**config.mk**
```make
export PLATFORM = sky130hd
export DESIGN_NAME = dxt1_dxt5_block_decoder_core
export DESIGN_NICKNAME = d
export VERILOG_FILES = /design/src/design/dxtdec_pkg.sv /design/src/design/dxtdec_front.sv /design/src/design/dxtdec_fifo.sv /design/src/design/dxtdec_back.sv /design/src/design/dxt1_dxt5_block_decoder_core.sv
export SDC_FILE = /design/constraint.sdc
export NUM_CORES = 2
export LEC_CHECK = 0
export BUFFER_PORTS_ARGS = -buffer_cell sky130_fd_sc_hd__clkbuf_2
export CELL_PAD_IN_SITES_DETAIL_PLACEMENT = 0
export CELL_PAD_IN_SITES_GLOBAL_PLACEMENT = 1
export CORE_ASPECT_RATIO = 2
export CORE_MARGIN = 2
export CORE_UTILIZATION = 54
export DETAILED_ROUTE_END_ITERATION = 16
export GPL_ROUTABILITY_DRIVEN = 0
export PLACE_DENSITY_LB_ADDON = 0.08
export SYNTH_ARGS = -nofsm -noshare
export SYNTH_HDL_FRONTEND = slang
export SYNTH_HIERARCHICAL = 1
export SYNTH_SLANG_ARGS = --single-unit
```
**constraint.sdc**
```tcl
create_clock -name i_clk -period 22.4 [get_ports i_clk]
set_input_delay 3.36 -clock i_clk [delete_from_list [all_inputs] [get_ports i_clk]]
set_output_delay 3.36 -clock i_clk [all_outputs]
set_load 0.005 [all_outputs]
```
**src/design/dxtdec_pkg.sv**
```systemverilog
// Shared types and constants of the DXT1/DXT5 block decoder.
`timescale 1ns / 1ps

package dxtdec_pkg;

    localparam int PIX_IDX_W = 24;

    // Configuration register indexes.
    localparam logic [1:0] CFG_IDX_FORMAT = 2'd0;
    localparam logic [1:0] CFG_IDX_WIDTH  = 2'd1;
    localparam logic [1:0] CFG_IDX_HEIGHT = 2'd2;

    typedef struct packed {
        logic        fmt_dxt5;
        logic [12:0] width;
        logic [12:0] height;
    } t_cfg;

    // One decoded block header as it travels from the front end to the pixel engine.
    // Colour entries are packed {alpha, blue, green, red}, red in the lowest byte.
    typedef struct packed {
        logic [3:0][31:0]          pal;
        logic [7:0][7:0]           apal;
        logic [31:0]               cidx;
        logic [47:0]               aidx;
        logic                      dxt5;
        logic [PIX_IDX_W-1:0]      base;
        logic [PIX_IDX_W-1:0]      step;
        logic                      last_img;
    } t_blk;

    typedef struct packed {
        logic full;
        logic empty;
    } t_q_stat;

endpackage

```
**src/design/dxtdec_front.sv**
```systemverilog
// Front end: accepts compressed blocks, tracks block position and builds the palettes.
`timescale 1ns / 1ps

module dxtdec_front #(
    parameter int MAX_DIMENSION = 4096
) (
    input  logic              i_clk,
    input  logic              i_rst_n,
    input  dxtdec_pkg::t_cfg  i_cfg,
    input  logic              i_valid,
    output logic              o_ready,
    input  logic [127:0]      i_data,
    output logic              o_push,
    output dxtdec_pkg::t_blk  o_blk,
    input  logic              i_full
);
    import dxtdec_pkg::*;

    localparam int MaxDimRaw = MAX_DIMENSION - (MAX_DIMENSION % 4);
    localparam int MaxDim    = (MaxDimRaw < 4) ? 4 : MaxDimRaw;
    localparam int DimW      = $clog2(MaxDim + 1);
    localparam int BlkW      = ($clog2(MaxDim / 4) < 1) ? 1 : $clog2(MaxDim / 4);
    localparam int ProdW     = BlkW + 2 + DimW;

    function automatic logic [DimW-1:0] eff_dim(input logic [12:0] v);
        logic [12:0] r;
        r = {v[12:2], 2'b00};
        if (r < 13'd4) begin
            r = 13'd4;
        end
        if (int'(r) > MaxDim) begin
            return DimW'(MaxDim);
        end
        return DimW'(r);
    endfunction

    // RGB565 to 8-bit channels by bit replication, packed {blue, green, red}.
    function automatic logic [23:0] expand565(input logic [15:0] v);
        return {v[4:0], v[4:2], v[10:5], v[10:9], v[15:11], v[15:13]};
    endfunction

    // Division by small constants through a scaled reciprocal; exact over the ranges used.
    function automatic logic [7:0] div3(input logic [9:0] n);
        logic [20:0] p;
        p = 21'(n) * 21'd683;
        return p[18:11];
    endfunction

    function automatic logic [7:0] div5(input logic [10:0] n);
        logic [22:0] p;
        p = 23'(n) * 23'd3277;
        return p[21:14];
    endfunction

    function automatic logic [7:0] div7(input logic [10:0] n);
        logic [22:0] p;
        p = 23'(n) * 23'd2341;
        return p[21:14];
    endfunction

    logic [BlkW-1:0]      r_col, r_row;
    logic [BlkW-1:0]      n_col, n_row;
    logic                 r1_v, n1_v;
    logic [63:0]          r1_cword, r1_aword;
    logic                 r1_dxt5;
    logic [PIX_IDX_W-1:0] r1_rowpix, r1_col4, r1_step;
    logic                 r1_last;

    logic [DimW-1:0]      w_w, w_h, w_bw, w_bh;
    logic                 w_last_col, w_last_row, w_accept;
    logic [ProdW-1:0]     w_prod;

    assign w_w  = eff_dim(i_cfg.width);
    assign w_h  = eff_dim(i_cfg.height);
    assign w_bw = w_w >> 2;
    assign w_bh = w_h >> 2;
    // A position at or beyond the limit counts as the last one, so a shrunk image wraps.
    assign w_last_col = (int'(r_col) + 1) >= int'(w_bw);
    assign w_last_row = (int'(r_row) + 1) >= int'(w_bh);
    assign w_prod     = ProdW'({r_row, 2'b00}) * ProdW'(w_w);

    assign o_ready  = !r1_v || !i_full;
    assign w_accept = i_valid && o_ready;
    assign o_push   = r1_v && !i_full;

    always_comb begin
        n_col = r_col;
        n_row = r_row;
        if (w_accept) begin
            if (w_last_col) begin
                n_col = '0;
                n_row = w_last_row ? '0 : r_row + 1'b1;
            end else begin
                n_col = r_col + 1'b1;
            end
        end
        n1_v = r1_v;
        if (w_accept) begin
            n1_v = 1'b1;
        end else if (o_push) begin
            n1_v = 1'b0;
        end
    end

    always_ff @(posedge i_clk) begin
        if (!i_rst_n) begin
            r_col <= '0;
            r_row <= '0;
            r1_v  <= 1'b0;
        end else begin
            r_col <= n_col;
            r_row <= n_row;
            r1_v  <= n1_v;
        end
    end

    always_ff @(posedge i_clk) begin
        if (w_accept) begin
            r1_dxt5   <= i_cfg.fmt_dxt5;
            r1_cword  <= i_cfg.fmt_dxt5 ? i_data[127:64] : i_data[63:0];
            r1_aword  <= i_data[63:0];
            r1_rowpix <= PIX_IDX_W'(w_prod);
            r1_col4   <= PIX_IDX_W'({r_col, 2'b00});
            r1_step   <= PIX_IDX_W'(w_w);
            r1_last   <= w_last_col && w_last_row;
        end
    end

    // Palette construction for the block held in the staging register.
    logic [15:0] w_c0raw, w_c1raw;
    logic [23:0] w_e0, w_e1;
    logic        w_four, w_seven;
    logic [7:0]  w_a0, w_a1, w_ca, w_cb;
    logic [9:0]  w_n2, w_n3, w_nm;
    logic [10:0] w_n7, w_n5;
    logic [7:0]  w_q7, w_q5;

    always_comb begin
        w_c0raw = r1_cword[15:0];
        w_c1raw = r1_cword[31:16];
        w_e0    = expand565(w_c0raw);
        w_e1    = expand565(w_c1raw);
        w_four  = r1_dxt5 || (w_c0raw > w_c1raw);
        w_a0    = r1_aword[7:0];
        w_a1    = r1_aword[15:8];
        w_seven = w_a0 > w_a1;

        o_blk          = '0;
        o_blk.pal[0]   = {8'd255, w_e0};
        o_blk.pal[1]   = {8'd255, w_e1};
        o_blk.pal[2][31:24] = 8'd255;
        o_blk.pal[3][31:24] = w_four ? 8'd255 : 8'd0;
        for (int ch = 0; ch < 3; ch++) begin
            w_ca = w_e0[ch*8 +: 8];
            w_cb = w_e1[ch*8 +: 8];
            w_n2 = {1'b0, w_ca, 1'b0} + 10'(w_cb);
            w_n3 = 10'(w_ca) + {1'b0, w_cb, 1'b0};
            w_nm = 10'(w_ca) + 10'(w_cb);
            o_blk.pal[2][ch*8 +: 8] = w_four ? div3(w_n2) : w_nm[8:1];
            o_blk.pal[3][ch*8 +: 8] = w_four ? div3(w_n3) : 8'd0;
        end

        o_blk.apal[0] = w_a0;
        o_blk.apal[1] = w_a1;
        for (int i = 1; i < 7; i++) begin
            w_n7 = 11'(w_a0) * 11'(7 - i) + 11'(w_a1) * 11'(i);
            w_q7 = div7(w_n7);
            if (i < 5) begin
                w_n5 = 11'(w_a0) * 11'(5 - i) + 11'(w_a1) * 11'(i);
                w_q5 = div5(w_n5);
            end else begin
                w_n5 = '0;
                w_q5 = (i == 5) ? 8'd0 : 8'd255;
            end
            o_blk.apal[i+1] = w_seven ? w_q7 : w_q5;
        end

        o_blk.cidx     = r1_cword[63:32];
        o_blk.aidx     = r1_aword[63:16];
        o_blk.dxt5     = r1_dxt5;
        o_blk.base     = r1_rowpix + r1_col4;
        o_blk.step     = r1_step;
        o_blk.last_img = r1_last;
    end

endmodule

```
**src/design/dxtdec_fifo.sv**
```systemverilog
// Two-entry queue of decoded block headers between the front end and the pixel engine.
`timescale 1ns / 1ps

module dxtdec_fifo (
    input  logic                i_clk,
    input  logic                i_rst_n,
    input  logic                i_push,
    input  dxtdec_pkg::t_blk    i_blk,
    input  logic                i_pop,
    output dxtdec_pkg::t_blk    o_blk,
    output dxtdec_pkg::t_q_stat o_stat
);
    import dxtdec_pkg::*;

    t_blk       r_mem [2];
    logic       r_wr, r_rd;
    logic [1:0] r_cnt;
    logic       n_wr, n_rd;
    logic [1:0] n_cnt;

    assign o_blk        = r_mem[r_rd];
    assign o_stat.full  = (r_cnt == 2'd2);
    assign o_stat.empty = (r_cnt == 2'd0);

    always_comb begin
        n_wr  = i_push ? !r_wr : r_wr;
        n_rd  = i_pop ? !r_rd : r_rd;
        n_cnt = r_cnt;
        if (i_push && !i_pop) begin
            n_cnt = r_cnt + 2'd1;
        end else if (!i_push && i_pop) begin
            n_cnt = r_cnt - 2'd1;
        end
    end

    always_ff @(posedge i_clk) begin
        if (!i_rst_n) begin
            r_wr  <= 1'b0;
            r_rd  <= 1'b0;
            r_cnt <= 2'd0;
        end else begin
            r_wr  <= n_wr;
            r_rd  <= n_rd;
            r_cnt <= n_cnt;
        end
    end

    always_ff @(posedge i_clk) begin
        if (i_push) begin
            r_mem[r_wr] <= i_blk;
        end
    end

endmodule

```
**src/design/dxtdec_back.sv**
```systemverilog
// Pixel engine: walks the head block's 16 texels, one pixel per cycle unless stalled.
`timescale 1ns / 1ps

module dxtdec_back (
    input  logic                i_clk,
    input  logic                i_rst_n,
    input  dxtdec_pkg::t_blk    i_blk,
    input  dxtdec_pkg::t_q_stat i_stat,
    output logic                o_pop,
    output logic                o_valid,
    input  logic                i_ready,
    output logic [55:0]         o_data,
    output logic                o_last,
    output logic                o_user
);
    import dxtdec_pkg::*;

    logic [3:0]           r_k, n_k;
    logic                 r_out_v, n_out_v;
    logic [PIX_IDX_W-1:0] r_row_base, n_row_base;
    logic [55:0]          r_data;
    logic                 r_last, r_user;

    logic                 w_load;
    logic [PIX_IDX_W-1:0] w_cur_base;
    logic [1:0]           w_ci;
    logic [5:0]           w_apos;
    logic [2:0]           w_ai;
    logic [31:0]          w_pix;
    logic [7:0]           w_alpha;

    assign w_load = !i_stat.empty && (!r_out_v || i_ready);
    assign o_pop  = w_load && (r_k == 4'd15);

    always_comb begin
        // The first texel of a block starts from the block's own base index.
        w_cur_base = (r_k == 4'd0) ? i_blk.base : r_row_base;
        w_ci       = i_blk.cidx[{r_k, 1'b0} +: 2];
        w_apos     = 6'(r_k) * 6'd3;
        w_ai       = i_blk.aidx[w_apos +: 3];
        w_pix      = i_blk.pal[w_ci];
        w_alpha    = i_blk.dxt5 ? i_blk.apal[w_ai] : w_pix[31:24];

        n_k        = w_load ? r_k + 4'd1 : r_k;
        n_row_base = r_row_base;
        if (w_load) begin
            n_row_base = (r_k[1:0] == 2'd3) ? w_cur_base + i_blk.step : w_cur_base;
        end
        n_out_v = r_out_v;
        if (w_load) begin
            n_out_v = 1'b1;
        end else if (i_ready) begin
            n_out_v = 1'b0;
        end
    end

    always_ff @(posedge i_clk) begin
        if (!i_rst_n) begin
            r_k     <= 4'd0;
            r_out_v <= 1'b0;
        end else begin
            r_k     <= n_k;
            r_out_v <= n_out_v;
        end
    end

    always_ff @(posedge i_clk) begin
        r_row_base <= n_row_base;
        if (w_load) begin
            r_data <= {w_cur_base + PIX_IDX_W'(r_k[1:0]), w_alpha, w_pix[23:0]};
            r_last <= (r_k == 4'd15);
            r_user <= (r_k == 4'd15) && i_blk.last_img;
        end
    end

    assign o_valid = r_out_v;
    assign o_data  = r_data;
    assign o_last  = r_last;
    assign o_user  = r_user;

endmodule

```
**src/design/dxt1_dxt5_block_decoder_core.sv**
```systemverilog
// Top level of the DXT1/DXT5 block decoder: configuration registers and block wiring.
// A block goes through the front end's staging register and the queue before its pixels
// reach the output register. Throughput: one pixel per cycle unless stalled, set by the
// pixel engine that walks a block's sixteen texels through a single output register.
// Reset (synchronous, active low) clears block counters, queue and output, and sets
// DXT1 mode with a 4x4 image.
`timescale 1ns / 1ps

module dxt1_dxt5_block_decoder_core #(
    parameter int MAX_DIMENSION = 4096
) (
    input  logic         i_clk,
    input  logic         i_rst_n,
    input  logic         i_cfg_valid,
    output logic         o_cfg_ready,
    input  logic [1:0]   i_cfg_index,
    input  logic [12:0]  i_cfg_data,
    input  logic         s_axis_tvalid,
    output logic         s_axis_tready,
    input  logic [127:0] s_axis_tdata,   // [63:0] block_low, [127:64] block_high
    output logic         m_axis_tvalid,
    input  logic         m_axis_tready,
    output logic [55:0]  m_axis_tdata,   // red, green, blue, alpha, pixel_index[23:0]
    output logic         m_axis_tlast,
    output logic [0:0]   m_axis_tuser    // last_in_image
);
    import dxtdec_pkg::*;

    t_cfg    r_cfg, n_cfg;
    t_blk    w_push_blk, w_head_blk;
    t_q_stat w_q_stat;
    logic    w_push, w_pop;

    assign o_cfg_ready = 1'b1;

    always_comb begin
        n_cfg = r_cfg;
        if (i_cfg_valid) begin
            case (i_cfg_index)
                CFG_IDX_FORMAT: n_cfg.fmt_dxt5 = i_cfg_data[0];
                CFG_IDX_WIDTH:  n_cfg.width    = i_cfg_data;
                CFG_IDX_HEIGHT: n_cfg.height   = i_cfg_data;
                default:        n_cfg          = r_cfg;
            endcase
        end
    end

    always_ff @(posedge i_clk) begin
        if (!i_rst_n) begin
            r_cfg.fmt_dxt5 <= 1'b0;
            r_cfg.width    <= 13'd4;
            r_cfg.height   <= 13'd4;
        end else begin
            r_cfg <= n_cfg;
        end
    end

    dxtdec_front #(
        .MAX_DIMENSION(MAX_DIMENSION)
    ) u_front (
        .i_clk   (i_clk),
        .i_rst_n (i_rst_n),
        .i_cfg   (r_cfg),
        .i_valid (s_axis_tvalid),
        .o_ready (s_axis_tready),
        .i_data  (s_axis_tdata),
        .o_push  (w_push),
        .o_blk   (w_push_blk),
        .i_full  (w_q_stat.full)
    );

    dxtdec_fifo u_fifo (
        .i_clk   (i_clk),
        .i_rst_n (i_rst_n),
        .i_push  (w_push),
        .i_blk   (w_push_blk),
        .i_pop   (w_pop),
        .o_blk   (w_head_blk),
        .o_stat  (w_q_stat)
    );

    dxtdec_back u_back (
        .i_clk   (i_clk),
        .i_rst_n (i_rst_n),
        .i_blk   (w_head_blk),
        .i_stat  (w_q_stat),
        .o_pop   (w_pop),
        .o_valid (m_axis_tvalid),
        .i_ready (m_axis_tready),
        .o_data  (m_axis_tdata),
        .o_last  (m_axis_tlast),
        .o_user  (m_axis_tuser[0])
    );

    // The end of the image can only be flagged on the last pixel of a block.
    a_image_end_on_block_end: assert property (@(posedge i_clk) disable iff (!i_rst_n)
        m_axis_tvalid && m_axis_tuser[0] |-> m_axis_tlast)
        else $error("image end flagged away from a block end");

    // Retiring a queue entry coincides with loading the sixteenth pixel of that block.
    a_pop_on_last_pixel: assert property (@(posedge i_clk) disable iff (!i_rst_n)
        w_pop |=> m_axis_tvalid && m_axis_tlast)
        else $error("queue entry retired before its last pixel");

    // The front end never writes into a full queue.
    a_no_push_when_full: assert property (@(posedge i_clk) disable iff (!i_rst_n)
        w_push |-> !w_q_stat.full)
        else $error("block header pushed into a full queue");

    a_no_pop_when_empty: assert property (@(posedge i_clk) disable iff (!i_rst_n)
        w_pop |-> !w_q_stat.empty)
        else $error("block header popped from an empty queue");

endmodule

```
==> impl_metrics.csv <==
group,metric,value,unit
place,post-place-ws,13.37,ns
timing,totalNegativeSetupSlack,0,ns
timing,slew-limit-headroom,27.3,%
worst_setup_path,timing.setup.critical_path_class,"reg2reg",
detailed_routing,routed-wl-met2,79.9,mm
cells_and_area,area_growth_syn_to_fin,7.63,%
timing,achievable-frequency,111,MHz
job,cap_viol_max_count,0,
grt,globalRoute.totalOverflow,0,
grt,number_of_global_route_vias_before_repair,49300,
place,place.port_buffers,206,
detailed_routing,routed_wl,172,mm
clock_tree,cts.root.buffer_cell,"sky130_fd_sc_hd__clkbuf_16",
detailed_routing,drt_pre_antenna_iters,7,
clock_tree,cts_buffer_depth,3,
synthesis,netlist_area,76300,sq um
clock_tree,cts_resized,0,
floorplan,core-area,141000,sq um
worst_setup_path,critical_path_peak_fanout,17,
worst_setup_path,worst_path_dominant_cell_family,"adder cells",
worst_setup_path,worst-path-buf-inv,5,
grt,grt_first_pass_wirelength,270,mm
min_path,hp-class,"reg2reg",
timing,fin_ws,13.36,ns
clock_tree,cts-buffers-inserted,91,
floorplan,initial_core_utilization,54.3,%
place,place.detailed.hpwl,129,mm
synthesis,post_synth.cell_area_avg,12.3,sq um
detailed_routing,drc,0,
floorplan,boundaryPins,209,
min_path,timing.hold.worst.start,"u_front/r1_step[10]",
timing,rsz0062_at_grt,"no",
detailed_routing,via_count,46900,
cells_and_area,final_core_util,58.4,%
worst_setup_path,setup.reg_to_reg.worst_slack,13.36,ns
clock_tree,cts.htree.levels,3,
min_path,worst_hold_path.num_cells,0,
synthesis,synth_warnings,6,
synthesis,netlist_instances,6210,
worst_setup_path,critPathLaunchType,"flip-flop",
clock_tree,postCtsHoldBufs,0,
worst_setup_path,crit_path_frequent_cell,"sky130_fd_sc_hd__fa_1",
grt,grt_start_max_net_pins,150,
floorplan,placementRows,195,
floorplan,dieArea,144000,sq um
detailed_routing,detailed_routing_wirelength_on_met1,78.6,mm
clock_tree,tritoncts,"yes",
detailed_routing,ant_nets,0,
timing,fin_skew,0.0442,ns
timing,final_min_period_over_clock_period,40.4,%
worst_setup_path,worst_ep_required_time,22.81,ns
cells_and_area,drive_gt1_share,13.7,%
worst_setup_path,setup.worst_path.end_class,"flip-flop",
min_path,capture_endpoint_of_the_worst_hold_path,"u_fifo/r_mem[0][11]",
worst_setup_path,critical_path_arrival,9.45,ns
timing,worst_margin_slew,1.09,ns
grt,track_usage,24.0,%
timing,fin_hold_ws,0.441,ns
detailed_routing,top_signal_layer_used,"met5",
detailed_routing,route.detailed.wl_per_inst,20.6,um
floorplan,die_span_in_x,270,um
floorplan,die_height,535,um
detailed_routing,drt-vias-per-instance,5.61,
cells_and_area,num-nets-final,8267,
worst_setup_path,reg2reg_to,"u_fifo/r_mem[1][161]",
worst_setup_path,worst_r2r_startpoint,"u_front/r1_aword[1]",
detailed_routing,drt_first_iter_violations,2677,
worst_setup_path,number_of_cells_on_the_worst_reg_to_reg_path,29,
outcome,result_of_the_run,"finished clean",
timing,finalCriticalPeriod,9.04,ns
detailed_routing,detailroute.wirelength.met3,8.68,mm
clock_tree,worst_skew_pair.late_latency,0.71,ns
cells_and_area,fillerInstances,11700,
clock_tree,cts.clk_slew.worst_paths,0.06,ns
timing,timing_hold_violations_final,0,
timing,maxSlewViolCount,0,
grt,grt_antenna_before_repair,15,
timing,finalSetupViolCount,0,
worst_setup_path,max_stage_delay,0.59,ns
clock_tree,cts_post_setup_buffers_inserted,0,
clock_tree,clock-sinks,951,
worst_setup_path,crit_slowest_cell,"sky130_fd_sc_hd__o41ai_1",
routing by layer:
metal  global-route usage, %  vias to the layer above
met5                       0                        -
met4                    7.24                       20
met3                    3.56                      209
met2                    39.4                      925
met1                    33.1                    23300
li1                        -                    22500
cells in the final DEF (no fill, tap or decap), types with 61 or more instances in the layout:
cell type and instances:
sky130_fd_sc_hd__a21oi_1 301, sky130_fd_sc_hd__edfxtp_1 897, sky130_fd_sc_hd__clkbuf_16 91, sky130_fd_sc_hd__o21bai_1 61, sky130_fd_sc_hd__xor2_1 120, sky130_fd_sc_hd__clkbuf_2 206, sky130_fd_sc_hd__mux2i_1 113, sky130_fd_sc_hd__o21ai_0 106
sky130_fd_sc_hd__nand2_1 221, sky130_fd_sc_hd__and2_1 68, sky130_fd_sc_hd__a21o_1 91, sky130_fd_sc_hd__ha_1 1264, sky130_fd_sc_hd__nor2b_1 78, sky130_fd_sc_hd__fa_1 443, sky130_fd_sc_hd__buf_4 63, sky130_fd_sc_hd__mux2_2 366
sky130_fd_sc_hd__nor2_1 201, sky130_fd_sc_hd__xnor2_1 255, sky130_fd_sc_hd__inv_1 732, sky130_fd_sc_hd__nor3_1 68
area by class of cell:
type,instances,area [sq um],area share [%]
sequential,951,28000,34.1
inverter,737,2770,3.38
antenna,7,17.5,0.0213
timing repair buffer,270,1520,1.86
clock inverter,53,639,0.779
tap,1871,2340,2.85
multi-input combinational,4361,44400,54.0
clock buffer,114,2400,2.92
worst max-delay path by stage:
stage                             start                   end  cells past startpoint
floorplan               u_fifo/r_cnt[0]           u_fifo/r_wr                      4
global placement    u_front/r1_aword[1]  u_fifo/r_mem[0][161]                     30
detailed placement  u_front/r1_aword[1]  u_fifo/r_mem[1][161]                     30
CTS                 u_front/r1_aword[1]  u_fifo/r_mem[1][161]                     30
global route        u_front/r1_aword[1]  u_fifo/r_mem[1][161]                     30
finish              u_front/r1_aword[1]  u_fifo/r_mem[1][161]                     29
registers in the layout, summed over array words and instances (netlist names), named ones only:
signal	cells
u_fifo/r_rd	1
u_fifo/r_wr	1
u_fifo/r_mem	644
u_front/r1_cword	64
u_back/o_user	1
u_front/r_row	10
u_front/r1_v	1
u_back/r_k	4
u_back/o_valid	1
u_fifo/r_cnt	2
u_back/r_row_base	24
u_front/r1_rowpix	20
u_front/r1_last	1
r_cfg	23
u_front/r1_aword	64
u_back/o_last	1
u_front/r1_col4	10
u_front/r_col	10
u_back/o_data	56
u_front/r1_step	11
u_front/r1_dxt5	1
through the flow:
stage,cell area (sq um),instances
finish,82100,8364
floorplan,76400,6247
global placement,79000,8190
global route,82100,8358
detailed placement,79000,8190
CTS,82100,8357
Power is left out: the tool's default activity adds up to more than one toggle a clock period on the data nets, which glitch-free logic cannot reach.
